==> config.mk <==
export PLATFORM = sky130hd
export DESIGN_NAME = min_heap_replace_top_core_flat
export DESIGN_NICKNAME = d
export VERILOG_FILES = /design/src/hw/rtl/mhr_pkg.sv /design/src/hw/rtl/mhr_if.sv /design/src/hw/rtl/mhr_ctrl.sv /design/src/hw/rtl/mhr_datapath.sv /design/src/hw/rtl/min_heap_replace_top_core.sv /design/src/flat_wrapper.sv
export VERILOG_INCLUDE_DIRS = /design/src /design/src/hw/rtl
export SDC_FILE = /design/constraint.sdc
export NUM_CORES = 1
export LEC_CHECK = 0
export BUFFER_PORTS_ARGS = -buffer_cell sky130_fd_sc_hd__buf_2
export CORE_MARGIN = 1
export CORE_UTILIZATION = 30
export DETAILED_ROUTE_END_ITERATION = 10
export PLACE_DENSITY = 0.51
export SLEW_MARGIN = 20
export SYNTH_ARGS = -nofsm -noshare
export SYNTH_HDL_FRONTEND = slang
export SYNTH_SLANG_ARGS = --single-unit
==> constraint.sdc <==
create_clock -name clock -period 14.5 [get_ports clock]
set_input_delay 1.45 -clock clock [delete_from_list [all_inputs] [get_ports clock]]
set_output_delay 1.45 -clock clock [all_outputs]
set_load 0.05 [all_outputs]
==> src/hw/rtl/min_heap_replace_top_core_assert.svh <==
// assertion macros shared by the min-heap replace-top core
`ifndef MIN_HEAP_REPLACE_TOP_CORE_ASSERT_SVH
`define MIN_HEAP_REPLACE_TOP_CORE_ASSERT_SVH
`ifndef NO_ASSERTIONS
// same-cycle implication
`define MHR_ASSERT_IMP(lbl, clk, rst, ante, cons) \
   lbl: assert property (@(posedge clk) disable iff (rst) (ante) |-> (cons)) \
      else $error("mhr assertion failed");
// next-cycle implication
`define MHR_ASSERT_NXT(lbl, clk, rst, ante, cons) \
   lbl: assert property (@(posedge clk) disable iff (rst) (ante) |=> (cons)) \
      else $error("mhr assertion failed");
`else
`define MHR_ASSERT_IMP(lbl, clk, rst, ante, cons)
`define MHR_ASSERT_NXT(lbl, clk, rst, ante, cons)
`endif
`endif

==> src/hw/rtl/mhr_pkg.sv <==
// shared types and constants of the min-heap replace-top core
`default_nettype none
package mhr_pkg;

   localparam int DATA_W = 32;
   localparam int SLOT_W = 4;
   localparam int SIZE_W = 5;

   typedef logic signed [DATA_W-1:0] value_type;
   typedef logic [SLOT_W-1:0]        slot_type;
   typedef logic [SIZE_W-1:0]        size_type;

   // action codes
   localparam logic ACTION_LOAD    = 1'b0;
   localparam logic ACTION_REPLACE = 1'b1;

   // register index decode (paddr bit 2 selects the word)
   localparam logic CSR_IDX_HEAP_SIZE = 1'b0;
   localparam size_type HEAP_SIZE_RESET = 5'd16;

   // controller to datapath commands
   typedef struct packed {
      logic accept_load;
      logic accept_replace;
      logic read_children;
      logic compare;
   } cmd_type;

   // datapath to controller status
   typedef struct packed {
      logic rsp_free;
      logic sift_done;
   } sts_type;

endpackage
`default_nettype wire

==> src/hw/rtl/mhr_if.sv <==
// valid/ready channel interfaces for request and response transactions
`default_nettype none
interface mhr_req_if;
   logic                valid;
   logic                ready;
   logic                action;
   mhr_pkg::slot_type   slot;
   mhr_pkg::value_type  new_value;

   modport source (output valid, output action, output slot, output new_value, input ready);
   modport sink   (input valid, input action, input slot, input new_value, output ready);
endinterface

interface mhr_rsp_if;
   logic                valid;
   logic                ready;
   mhr_pkg::value_type  top_value;

   modport source (output valid, output top_value, input ready);
   modport sink   (input valid, input top_value, output ready);
endinterface
`default_nettype wire

==> src/hw/rtl/mhr_ctrl.sv <==
// sequencer for load and sift-down transactions
`default_nettype none
`include "min_heap_replace_top_core_assert.svh"
module mhr_ctrl (
   input  wire logic             clock,
   input  wire logic             reset,
   input  wire logic             req_valid,
   input  wire logic             req_action,
   output logic                  req_ready,
   input  wire mhr_pkg::sts_type sts,
   output mhr_pkg::cmd_type      cmd
);

   localparam logic [1:0] S_IDLE = 2'd0;
   localparam logic [1:0] S_READ = 2'd1;
   localparam logic [1:0] S_CMP  = 2'd2;

   logic [1:0] state_ff;
   logic [1:0] state_in;
   logic       take;

   // accept only when idle and the response register can take a result
   assign req_ready = (state_ff == S_IDLE) && sts.rsp_free;
   assign take      = req_valid && req_ready;

   // command decode
   always_comb begin
      cmd                = '0;
      cmd.accept_load    = take && (req_action == mhr_pkg::ACTION_LOAD);
      cmd.accept_replace = take && (req_action == mhr_pkg::ACTION_REPLACE);
      cmd.read_children  = (state_ff == S_READ);
      cmd.compare        = (state_ff == S_CMP);
   end

   // next state
   always_comb begin
      state_in = state_ff;
      unique case (state_ff)
         S_IDLE: begin
            if (cmd.accept_replace) begin
               state_in = S_READ;
            end
         end
         S_READ: begin
            state_in = S_CMP;
         end
         S_CMP: begin
            state_in = sts.sift_done ? S_IDLE : S_READ;
         end
         default: begin
            state_in = S_IDLE;
         end
      endcase
   end

   always_ff @(posedge clock) begin
      if (reset) begin
         state_ff <= S_IDLE;
      end else begin
         state_ff <= state_in;
      end
   end

   `MHR_ASSERT_NXT(a_read_then_cmp, clock, reset, state_ff == S_READ, state_ff == S_CMP)
   `MHR_ASSERT_NXT(a_done_to_idle, clock, reset, cmd.compare && sts.sift_done,
                   state_ff == S_IDLE)

endmodule
`default_nettype wire

==> src/hw/rtl/mhr_datapath.sv <==
// heap memory, sift-down compare unit, root shadow and response register
`default_nettype none
`include "min_heap_replace_top_core_assert.svh"
module mhr_datapath #(
   parameter int HEAP_DEPTH = 16
) (
   input  wire logic               clock,
   input  wire logic               reset,
   input  wire mhr_pkg::cmd_type   cmd,
   output mhr_pkg::sts_type        sts,
   input  wire mhr_pkg::slot_type  req_slot,
   input  wire mhr_pkg::value_type req_new_value,
   input  wire mhr_pkg::size_type  heap_size,
   output logic                    rsp_valid,
   input  wire logic               rsp_ready,
   output mhr_pkg::value_type      rsp_top_value
);

   localparam int AW = (HEAP_DEPTH > 1) ? $clog2(HEAP_DEPTH) : 1;
   // child indexes reach 2*depth, heap_size is five bits
   localparam int CW = ((AW + 2) > (mhr_pkg::SIZE_W + 1)) ? (AW + 2) : (mhr_pkg::SIZE_W + 1);
   localparam logic [CW-1:0] DEPTH_C = CW'(HEAP_DEPTH);

   mhr_pkg::value_type mem [HEAP_DEPTH];

   logic [AW-1:0]      pos_ff;
   logic [AW-1:0]      pos_in;
   mhr_pkg::value_type v_ff;
   mhr_pkg::value_type v_in;
   mhr_pkg::value_type top_ff;
   mhr_pkg::value_type top_in;
   mhr_pkg::value_type rd_l_ff;
   mhr_pkg::value_type rd_r_ff;
   logic               rsp_valid_ff;
   logic               rsp_valid_in;
   mhr_pkg::value_type rsp_data_ff;
   mhr_pkg::value_type rsp_data_in;

   logic [CW-1:0]      size_ext;
   logic [CW-1:0]      n_live;
   logic [CW-1:0]      left_idx;
   logic [CW-1:0]      right_idx;
   logic [CW-1:0]      slot_ext;
   logic               slot_ok;
   logic               take_l;
   logic               take_r;
   logic               stop;
   mhr_pkg::value_type best_a;
   mhr_pkg::value_type best_val;
   logic [CW-1:0]      best_idx;
   logic               we;
   logic [AW-1:0]      waddr;
   mhr_pkg::value_type wdata;

   // live heap length saturates at the memory depth
   assign size_ext  = CW'(heap_size);
   assign n_live    = (size_ext > DEPTH_C) ? DEPTH_C : size_ext;
   assign left_idx  = (CW'(pos_ff) << 1) + CW'(1);
   assign right_idx = left_idx + CW'(1);
   assign slot_ext  = CW'(req_slot);
   assign slot_ok   = slot_ext < DEPTH_C;

   // pick the smaller child, left wins ties
   assign take_l   = (left_idx < n_live) && (v_ff > rd_l_ff);
   assign best_a   = take_l ? rd_l_ff : v_ff;
   assign take_r   = (right_idx < n_live) && (best_a > rd_r_ff);
   assign stop     = !take_l && !take_r;
   assign best_val = take_r ? rd_r_ff : rd_l_ff;
   assign best_idx = take_r ? right_idx : left_idx;

   // single write port: load slot, moved-up child, or final resting value
   always_comb begin
      we    = 1'b0;
      waddr = pos_ff;
      wdata = v_ff;
      if (cmd.accept_load) begin
         we    = slot_ok;
         waddr = slot_ext[AW-1:0];
         wdata = req_new_value;
      end else if (cmd.compare) begin
         we    = 1'b1;
         waddr = pos_ff;
         wdata = stop ? v_ff : best_val;
      end
   end

   // sift position, carried value and root shadow
   always_comb begin
      pos_in = pos_ff;
      v_in   = v_ff;
      top_in = top_ff;
      if (cmd.accept_replace) begin
         pos_in = '0;
         v_in   = req_new_value;
      end else if (cmd.compare && !stop) begin
         pos_in = best_idx[AW-1:0];
      end
      if (we && (waddr == '0)) begin
         top_in = wdata;
      end
   end

   // response register
   always_comb begin
      rsp_valid_in = rsp_valid_ff && !rsp_ready;
      rsp_data_in  = rsp_data_ff;
      if (cmd.accept_load) begin
         rsp_valid_in = 1'b1;
         rsp_data_in  = (slot_ok && (slot_ext == '0)) ? req_new_value : top_ff;
      end else if (cmd.compare && stop) begin
         rsp_valid_in = 1'b1;
         rsp_data_in  = (pos_ff == '0) ? v_ff : top_ff;
      end
   end

   // heap memory: one write, two registered reads
   always_ff @(posedge clock) begin
      if (we) begin
         mem[waddr] <= wdata;
      end
      if (cmd.read_children) begin
         rd_l_ff <= mem[left_idx[AW-1:0]];
         rd_r_ff <= mem[right_idx[AW-1:0]];
      end
   end

   always_ff @(posedge clock) begin
      pos_ff      <= pos_in;
      v_ff        <= v_in;
      top_ff      <= top_in;
      rsp_data_ff <= rsp_data_in;
   end

   always_ff @(posedge clock) begin
      if (reset) begin
         rsp_valid_ff <= 1'b0;
      end else begin
         rsp_valid_ff <= rsp_valid_in;
      end
   end

   assign sts.rsp_free   = !rsp_valid_ff || rsp_ready;
   assign sts.sift_done  = stop;
   assign rsp_valid      = rsp_valid_ff;
   assign rsp_top_value  = rsp_data_ff;

   `MHR_ASSERT_NXT(a_pos_descends, clock, reset, cmd.compare && !stop,
                   pos_ff > $past(pos_ff))
   `MHR_ASSERT_NXT(a_sift_rsp_empty, clock, reset, cmd.accept_replace, !rsp_valid_ff)
   `MHR_ASSERT_NXT(a_sift_end_rsp, clock, reset, cmd.compare && stop, rsp_valid_ff)

endmodule
`default_nettype wire

==> src/hw/rtl/min_heap_replace_top_core.sv <==
// top level: register port, controller and datapath of the min-heap replace-top core
// load transaction: result registered at the accept edge, valid on the next cycle
// replace transaction: accept, then L levels compared (up to log2(size)+1, 5 at 16)
// each level runs a child read state and then a compare/write state on the one write port
// accepts one transaction at a time, only while the response register is free
// synchronous reset clears control state and sets heap_size to 16; heap entries stay unknown
`default_nettype none
module min_heap_replace_top_core #(
   parameter int HEAP_DEPTH = 16
) (
   input  wire logic        clock,
   input  wire logic        reset,
   mhr_req_if.sink          req,
   mhr_rsp_if.source        rsp,
   input  wire logic        psel,
   input  wire logic        penable,
   input  wire logic        pwrite,
   input  wire logic [2:0]  paddr,
   input  wire logic [31:0] pwdata,
   output logic [31:0]      prdata,
   output logic             pready
);

   mhr_pkg::size_type heap_size_ff;
   mhr_pkg::size_type heap_size_in;
   mhr_pkg::cmd_type  cmd;
   mhr_pkg::sts_type  sts;
   logic              csr_wr;

   // register write and read back
   assign pready       = 1'b1;
   assign csr_wr       = psel && penable && pwrite && pready &&
                         (paddr[2] == mhr_pkg::CSR_IDX_HEAP_SIZE);
   assign heap_size_in = csr_wr ? pwdata[mhr_pkg::SIZE_W-1:0] : heap_size_ff;
   assign prdata       = (paddr[2] == mhr_pkg::CSR_IDX_HEAP_SIZE) ?
                         32'(heap_size_ff) : 32'd0;

   always_ff @(posedge clock) begin
      if (reset) begin
         heap_size_ff <= mhr_pkg::HEAP_SIZE_RESET;
      end else begin
         heap_size_ff <= heap_size_in;
      end
   end

   // controller
   mhr_ctrl u_ctrl (
      .clock      (clock),
      .reset      (reset),
      .req_valid  (req.valid),
      .req_action (req.action),
      .req_ready  (req.ready),
      .sts        (sts),
      .cmd        (cmd)
   );

   // datapath
   mhr_datapath #(
      .HEAP_DEPTH (HEAP_DEPTH)
   ) u_datapath (
      .clock         (clock),
      .reset         (reset),
      .cmd           (cmd),
      .sts           (sts),
      .req_slot      (req.slot),
      .req_new_value (req.new_value),
      .heap_size     (heap_size_ff),
      .rsp_valid     (rsp.valid),
      .rsp_ready     (rsp.ready),
      .rsp_top_value (rsp.top_value)
   );

endmodule
`default_nettype wire
==> src/flat_wrapper.sv <==
// flat-port wrapper written by rule: the top's interface ports become plain ports
module min_heap_replace_top_core_flat 
#(
   parameter int HEAP_DEPTH = 16
)
  (clock, reset, psel, penable, pwrite, paddr, pwdata, prdata, pready, req_valid, req_action, req_slot, req_new_value, req_ready, rsp_valid, rsp_top_value, rsp_ready);
  mhr_req_if req_i ();
  mhr_rsp_if rsp_i ();
  input  wire logic clock;
  input  wire logic reset;
  input  wire logic psel;
  input  wire logic penable;
  input  wire logic pwrite;
  input  wire logic [2:0] paddr;
  input  wire logic [31:0] pwdata;
  output logic [31:0] prdata;
  output logic pready;
  input wire logic [$bits(req_i.valid)-1:0] req_valid;
  input wire logic [$bits(req_i.action)-1:0] req_action;
  input wire logic [$bits(req_i.slot)-1:0] req_slot;
  input wire logic [$bits(req_i.new_value)-1:0] req_new_value;
  output wire logic [$bits(req_i.ready)-1:0] req_ready;
  output wire logic [$bits(rsp_i.valid)-1:0] rsp_valid;
  output wire logic [$bits(rsp_i.top_value)-1:0] rsp_top_value;
  input wire logic [$bits(rsp_i.ready)-1:0] rsp_ready;
  assign req_i.valid = req_valid;
  assign req_i.action = req_action;
  assign req_i.slot = req_slot;
  assign req_i.new_value = req_new_value;
  assign req_ready = req_i.ready;
  assign rsp_valid = rsp_i.valid;
  assign rsp_top_value = rsp_i.top_value;
  assign rsp_i.ready = rsp_ready;
  min_heap_replace_top_core #(.HEAP_DEPTH(HEAP_DEPTH)) u_core (.clock(clock), .reset(reset), .req(req_i), .rsp(rsp_i), .psel(psel), .penable(penable), .pwrite(pwrite), .paddr(paddr), .pwdata(pwdata), .prdata(prdata), .pready(pready));
endmodule
# [After elaboration in Yosys (flattened, before gate mapping)]
# Memory sizes are Yosys's and may differ from the RTL's. A register that Yosys moved wholly into a read port is not among the register bits.
# Index checks and enable logic that the tools add are counted.
[word_totals] inputBits=79 wordCells=69 output_inout_bits=67 mem_count=1 reg_bits=108 ram_bits=512
[memory_table] memory="u_core.u_datapath.mem" words=16 width=32 rd=2 rd_clocked_by_memory_dff=2 wr=1 line_no="mhr_datapath.sv:24" text="mhr_pkg::value_type mem [HEAP_DEPTH];"
[op_classes] muxes=22 eq_ne=3 add_sub_neg=2 n_reduce_logical=26 n_bitwise=2 n_lt_le_gt_ge=6
[ops] op="$mux W32" n=9
[ops] op="$gt A32 B32 Y1" n=2
[ops] op="$logic_and A1 B1 Y1" n=15
[ops] op="$lt A6 B5 Y1" n=2
[ops] op="$mux W5" n=2
[ops] op="$logic_not A4 Y1" n=2
[ops] op="$mux W4" n=2
[ops] op="$mux W1" n=7
[ops] op="$add A5 B1 Y6 const B" n=1
[ops] op="$add A6 B1 Y6 const B" n=1
[ops] op="$logic_not A6 Y1" n=1
[ops] op="$pmux W2 S3" n=1
[ops] op="$gt A5 B5 Y1 const B" n=1
[ops] op="$logic_not A1 Y1" n=5
[ops] op="$lt A4 B5 Y1 const B" n=1
[ops] op="$eq A2 B1 Y1 const B" n=1
[ops] op="$eq A2 B2 Y1 const B" n=1
[ops] op="$logic_not A2 Y1" n=1
[ops] op="$mux W2" n=1
[ops] op="$ne A2 B1 Y1 const B" n=1
[ops] op="$not A1 Y1" n=2
[ops] op="$reduce_bool A2 Y1" n=1
[ops] op="$logic_or A1 B1 Y1" n=1

# [Depth between registers and ports, before layout]
[depth] word_depth=12 ltp_mapped=25 depth_no_buf=21

# [Hierarchy]
# Synthesis repeated with hierarchy kept, for this count alone.
[hier_totals] hier_cells=1621 area_unflattened_um2=27858.0
[modules_own_cells] module="mhr_datapath" cells_per_inst=1550 n_inst=1 area_each_um2=27241.1 seq_area_each_um2=19318.5
[modules_own_cells] module="min_heap_replace_top_core" cells_per_inst=58 n_inst=1 area_each_um2=494.2 seq_area_each_um2=100.1
[modules_own_cells] module="mhr_ctrl" cells_per_inst=13 n_inst=1 area_each_um2=122.6 seq_area_each_um2=40.0

# [Least setup slack after synthesis]
# OpenSTA, ideal clock, no wires.
[synth_timing] path_kind="input port to flip-flop" startpoint="input rsp_ready" endpoint="memory u_core.u_datapath.mem[1][0] (netlist name) (enable)" arrival_time_ps=5158 t_required_ps=14079 stages=7 setup_slack_ps=8921 setup_ps=421 n_path_buf=1 path_cell_list="nand2b_1 > nor3b_1 > nand3b_1 > clkbuf_1 > nor3_1 > a21oi_1 > nor2_1"
[synth_between] elab_chain_cells=7 elab_cells_between_ends=8 classes_between="mux: 4; reduce/logical: 4"
[synth_rtl] element="from (decl)" line_no="flat_wrapper.sv:25" text="input wire logic [$bits(rsp_i.ready)-1:0] rsp_ready;"
[synth_rtl] element="$logic_or A1 B1 Y1 *" line_no="mhr_datapath.sv:142" text="assign sts.rsp_free = !rsp_valid_ff || rsp_ready;"
[synth_rtl] element="$logic_and A1 B1 Y1 *" line_no="mhr_ctrl.sv:23" text="assign req_ready = (state_ff == S_IDLE) && sts.rsp_free;"
[synth_rtl] element="net req_ready" line_no="flat_wrapper.sv:22" text="output wire logic [$bits(req_i.ready)-1:0] req_ready;"
[synth_rtl] element="$logic_and A1 B1 Y1 *" line_no="mhr_ctrl.sv:24" text="assign take = req_valid && req_ready;"
[synth_rtl] element="$logic_and A1 B1 Y1 *" line_no="mhr_ctrl.sv:29" text="cmd.accept_load = take && (req_action == mhr_pkg::ACTION_LOAD);"
[synth_rtl] element="$mux W1" line_no="mhr_datapath.sv:76" text="if (cmd.accept_load) begin"
[synth_rtl] element="$mux W1" line_no="mhr_datapath.sv:118" text="if (we) begin"
[synth_rtl] element="$mux W1 (implied by the code)" line_no="mhr_datapath.sv:119" text="mem[waddr] <= wdata;"
[synth_rtl] element="to (decl)" line_no="mhr_datapath.sv:24"
# The timed path passes the listed nets; every way through them passes the cells marked *.

# [Worst setup path after layout]
[layout_timing] startpoint="register u_core.u_datapath.v_ff[31]" endpoint="memory u_core.u_datapath.mem[3][31] (netlist name) (data pin)"
[layout_between] elab_chain_cells=10 elab_cells_between_ends=12 classes_between="order compare: 2; mux: 5; reduce/logical: 5"
[layout_rtl] element="from (decl)" line_no="mhr_datapath.sv:28" text="mhr_pkg::value_type v_ff;"
[layout_rtl] element="from (signal assigned)" line_no="mhr_datapath.sv:129" text="v_ff <= v_in;"
[layout_rtl] element="$gt A32 B32 Y1" line_no="mhr_datapath.sv:64" text="assign take_l = (left_idx < n_live) && (v_ff > rd_l_ff);"
[layout_rtl] element="$logic_and A1 B1 Y1" line_no="mhr_datapath.sv:64"
[layout_rtl] element="$mux W32" line_no="mhr_datapath.sv:65" text="assign best_a = take_l ? rd_l_ff : v_ff;"
[layout_rtl] element="$gt A32 B32 Y1" line_no="mhr_datapath.sv:66" text="assign take_r = (right_idx < n_live) && (best_a > rd_r_ff);"
[layout_rtl] element="$logic_and A1 B1 Y1" line_no="mhr_datapath.sv:66"
[layout_rtl] element="$logic_not A1 Y1" line_no="mhr_datapath.sv:67" text="assign stop = !take_l && !take_r;"
[layout_rtl] element="$logic_and A1 B1 Y1" line_no="mhr_datapath.sv:67"
[layout_rtl] element="$mux W32" line_no="mhr_datapath.sv:83" text="wdata = stop ? v_ff : best_val;"
[layout_rtl] element="$mux W32 *" line_no="mhr_datapath.sv:80" text="end else if (cmd.compare) begin"
[layout_rtl] element="$mux W32 *" line_no="mhr_datapath.sv:76"
[layout_rtl] element="net u_core.u_datapath.wdata[31]" line_no="mhr_datapath.sv:53" text="mhr_pkg::value_type wdata;"
# Marks and branches as above.

==> results.cfg <==
[status]
run_status = complete, no violations

[floorplanning]
io_pins = 146
fp.dieArea_um2 = 93600
fp.dieH_um = 306
start_util = 0.302
fp.coreArea_um2 = 91700
fp-row-count = 111
die_x_um = 306

[clock_network]
postCtsSetupBuffers = 0
clock_latency_ns = 0.61
clk_pin_slew_ns = 0.06
cts-buffers-inserted = 70
cts.sinks = 652
ctsHoldBuffers = 0
clockBufferDepth = 3
cts_resized = 0
cts-root-buf = clkbuf_16
htree_levels = 3
cts_tree = done

[pwr]
p_leak_nw = 10.6
ir_drop_uv = 76.7
power_density_nw_per_um2 = 150

[drt]
drt-total-wl_um = 72200
post_drt_wl_per_cell_um = 23.9
drc_errors = 0
viasPerCell = 5.01
drt_iter0_markers = 1183
postRouteAntennaNets = 0
route.vias.total = 15100
dr.pass1.iters = 5

[hold_path]
min_to = u_core.heap_size_ff[3]
whs_path_depth = 2
min_from = u_core.heap_size_ff[3]
worstHoldPathType = flop to flop

[critical_path]
worstReg2RegEnd = u_core.u_datapath.mem[3][31]
cpPeakStageDelay_ns = 0.64
critPathKind = flop to flop
critical_path_required_ns = 14.68
r2r_cells = 19
crit_path_max_fanout = 44
critPathTopFamily = simple AND/OR/NAND/NOR gates
arrival_ns = 8.50
crit_buf_inv = 2
rr_startpoint = u_core.u_datapath.v_ff[31]
critical_path.cell_chain = ha_1 > nand4_1 > or4_4 > nor4_2 > a211oi_1 > and2_1 > mux2i_4 > buf_4 > o21ai_1 > ha_1 > nand4_1 > nor4_2 > nand2_1 > a31oi_1 > nor3_1 > or3_1 > a21oi_4 > buf_4 > o211ai_1
reg2reg_slack_ns = 6.18
cp-startpoint = u_core.u_datapath.v_ff[31]
slowest_stage = or4_4
end_kind = flop
start_kind = flop

[global_route]
grt_start_max_net_pins = 112
antenna_found_initial = 8
grt_pass1_vias = 15500
grt_pass1_wl_um = 105000
grt_usage = 0.155
grt-ovfl-total = 0

[synth]
syn_inst = 1663
synth_edf_count = 640
yosysWarnings = 0
async_reset_ff_frac = 0
ys_seq_area_frac = 0.702
synth_ff_type = edfxtp_1
ys_ff_latch = 652
ys_types = 57
syn_avg_cell_area_um2 = 16.7
netlist_area_um2 = 27700

[timing]
setup_viol_count_final = 0
fmax_mhz = 120
finalHoldViolCount = 0
rsz0062_at_grt = false
skew_ns = 0.0275
setup_tns_ns = 0
post-route-period-util = 0.574
fin_crit_ns = 8.32
report.final.slew_viol_count = 0
worst_pin_slew_ns = 1.13
slew_headroom = 0.250

[placement]
routabilityCongestion = 0.802
numPortBuffers = 88
dpl.hpwl_um = 42200

[cells_and_area]
mostFrequentLayoutCells = 640 x edfxtp_1, 183 x nand2_1, 128 x mux4_2
register_area_um2 = 19500
nNetsFinal = 1930
final_util = 0.347
mostFrequentLayoutCell = edfxtp_1
multi_input_area_um2 = 7730
drive_above_1_share = 0.242
area_growth_syn_to_layout_pct = 14.8
fillCellCount = 8657

[flow_run]
cap_viol_max_count = 0
synthesized netlist by cell type, drive strengths merged, types with 32 or more instances:
cell / number / area share
edfxtp: 640 / 0.69
nand2: 186 / 0.025
mux4: 128 / 0.10
nor2: 96 / 0.013
inv: 75 / 0.010
ha: 74 / 0.033
buf: 62 / 0.014
clkbuf: 45 / 0.0061
nand3: 42 / 0.0076
o21ai: 39 / 0.0070
mux2: 34 / 0.014
o211ai: 34 / 0.015
o22ai: 32 / 0.0072
worst reg2reg max path, cell delays in order (launching register included):
cell,delay (ns)
edfxtp_1,0.43
ha_1,0.47
nand4_1,0.22
or4_4,0.64
nor4_2,0.38
a211oi_1,0.15
and2_1,0.22
mux2i_4,0.61
buf_4,0.58
o21ai_1,0.13
ha_1,0.40
nand4_1,0.23
nor4_2,0.56
nand2_1,0.19
a31oi_1,0.40
nor3_1,0.18
or3_1,0.41
a21oi_4,0.59
buf_4,0.55
o211ai_1,0.54
sequential cells by signal, indices dropped and copies added, names as in the netlist:
name                             count
u_core.u_datapath.mem              498
u_core.u_datapath.top_ff            14
u_core.u_datapath.rsp_valid          1
u_core.u_datapath.pos_ff             4
u_core.u_ctrl.state_ff               2
u_core.u_datapath.rsp_top_value     32
u_core.u_datapath.rd_r_ff           32
u_core.u_datapath.v_ff              32
u_core.heap_size_ff                  5
u_core.u_datapath.rd_l_ff           32
cell families (layout without fill, tap and decap cells):
group           Yosys count  count (layout)  synth area share
other cells               2              30          0.000271
compound gates          198             198            0.0521
xor+xnor                  3               3          0.000948
flops                   652             652             0.702
fa+ha+maj                74              74            0.0334
simple gates            379             379            0.0592
buf+inv                 183             324            0.0304
mux                     172             172             0.122
how the worst max path moves through the flow:
stage	to	slack [ns]	depth (start not counted)
floorplan	u_core.u_datapath.mem[1][0]	8.92	7
global placement	u_core.u_datapath.mem[1][31]	6.31	19
detailed placement	u_core.u_datapath.mem[7][31]	6.13	19
CTS	u_core.u_datapath.mem[4][31]	6.12	19
global route	u_core.u_datapath.mem[2][31]	5.79	19
finish	u_core.u_datapath.mem[3][31]	6.18	19
power by group:
| group | total, W | switching, W | internal (W) | leakage, nW |
|---|---|---|---|---|
| clock network | 0.00170 | 0.000732 | 0.000967 | 1.03 |
| logic | 0.000832 | 0.000555 | 0.000277 | 3.68 |
| registers | 0.00223 | 0.0000354 | 0.00220 | 5.90 |
per-layer routing:
metal / share of wire / track usage / wire length [um] / vias to the layer above
met5: 0.00025 / 0 / 18 / -
met4: 0.020 / 0.0438 / 1460 / 4
met3: 0.055 / 0.0270 / 3950 / 103
met2: 0.48 / 0.257 / 34900 / 449
met1: 0.44 / 0.209 / 31800 / 7876
li1: - / - / - / 6688
final cells by class:
class	count	area share
sequential	652	0.612
tap	1186	0.0466
clock buffer	91	0.0589
clock inverter	34	0.00822
timing repair buffer	123	0.0225
multi-input combinational	854	0.243
inverter	76	0.00897
antenna	2	0.000157
per-stage QoR:
| stage | area [um2] | total power (W) | std cells | setup slack (ns) | hold slack, ns |
|---|---|---|---|---|---|
| 2_1_floorplan | 27800 | 0.00284 | 1689 | 8.92 | 0.472 |
| 3_3_place_gp | 29700 | 0.00310 | 2891 | 6.31 | 0.505 |
| 3_5_place_dp | 29700 | 0.00311 | 2891 | 6.13 | 0.531 |
| 4_1_cts | 31800 | 0.00482 | 3016 | 6.12 | 0.543 |
| 5_1_grt | 31800 | 0.00495 | 3016 | 5.79 | 0.565 |
| 6_report | 31800 | 0.00476 | 3018 | 6.18 | 0.535 |
Power figures use the tool's default switching activity.
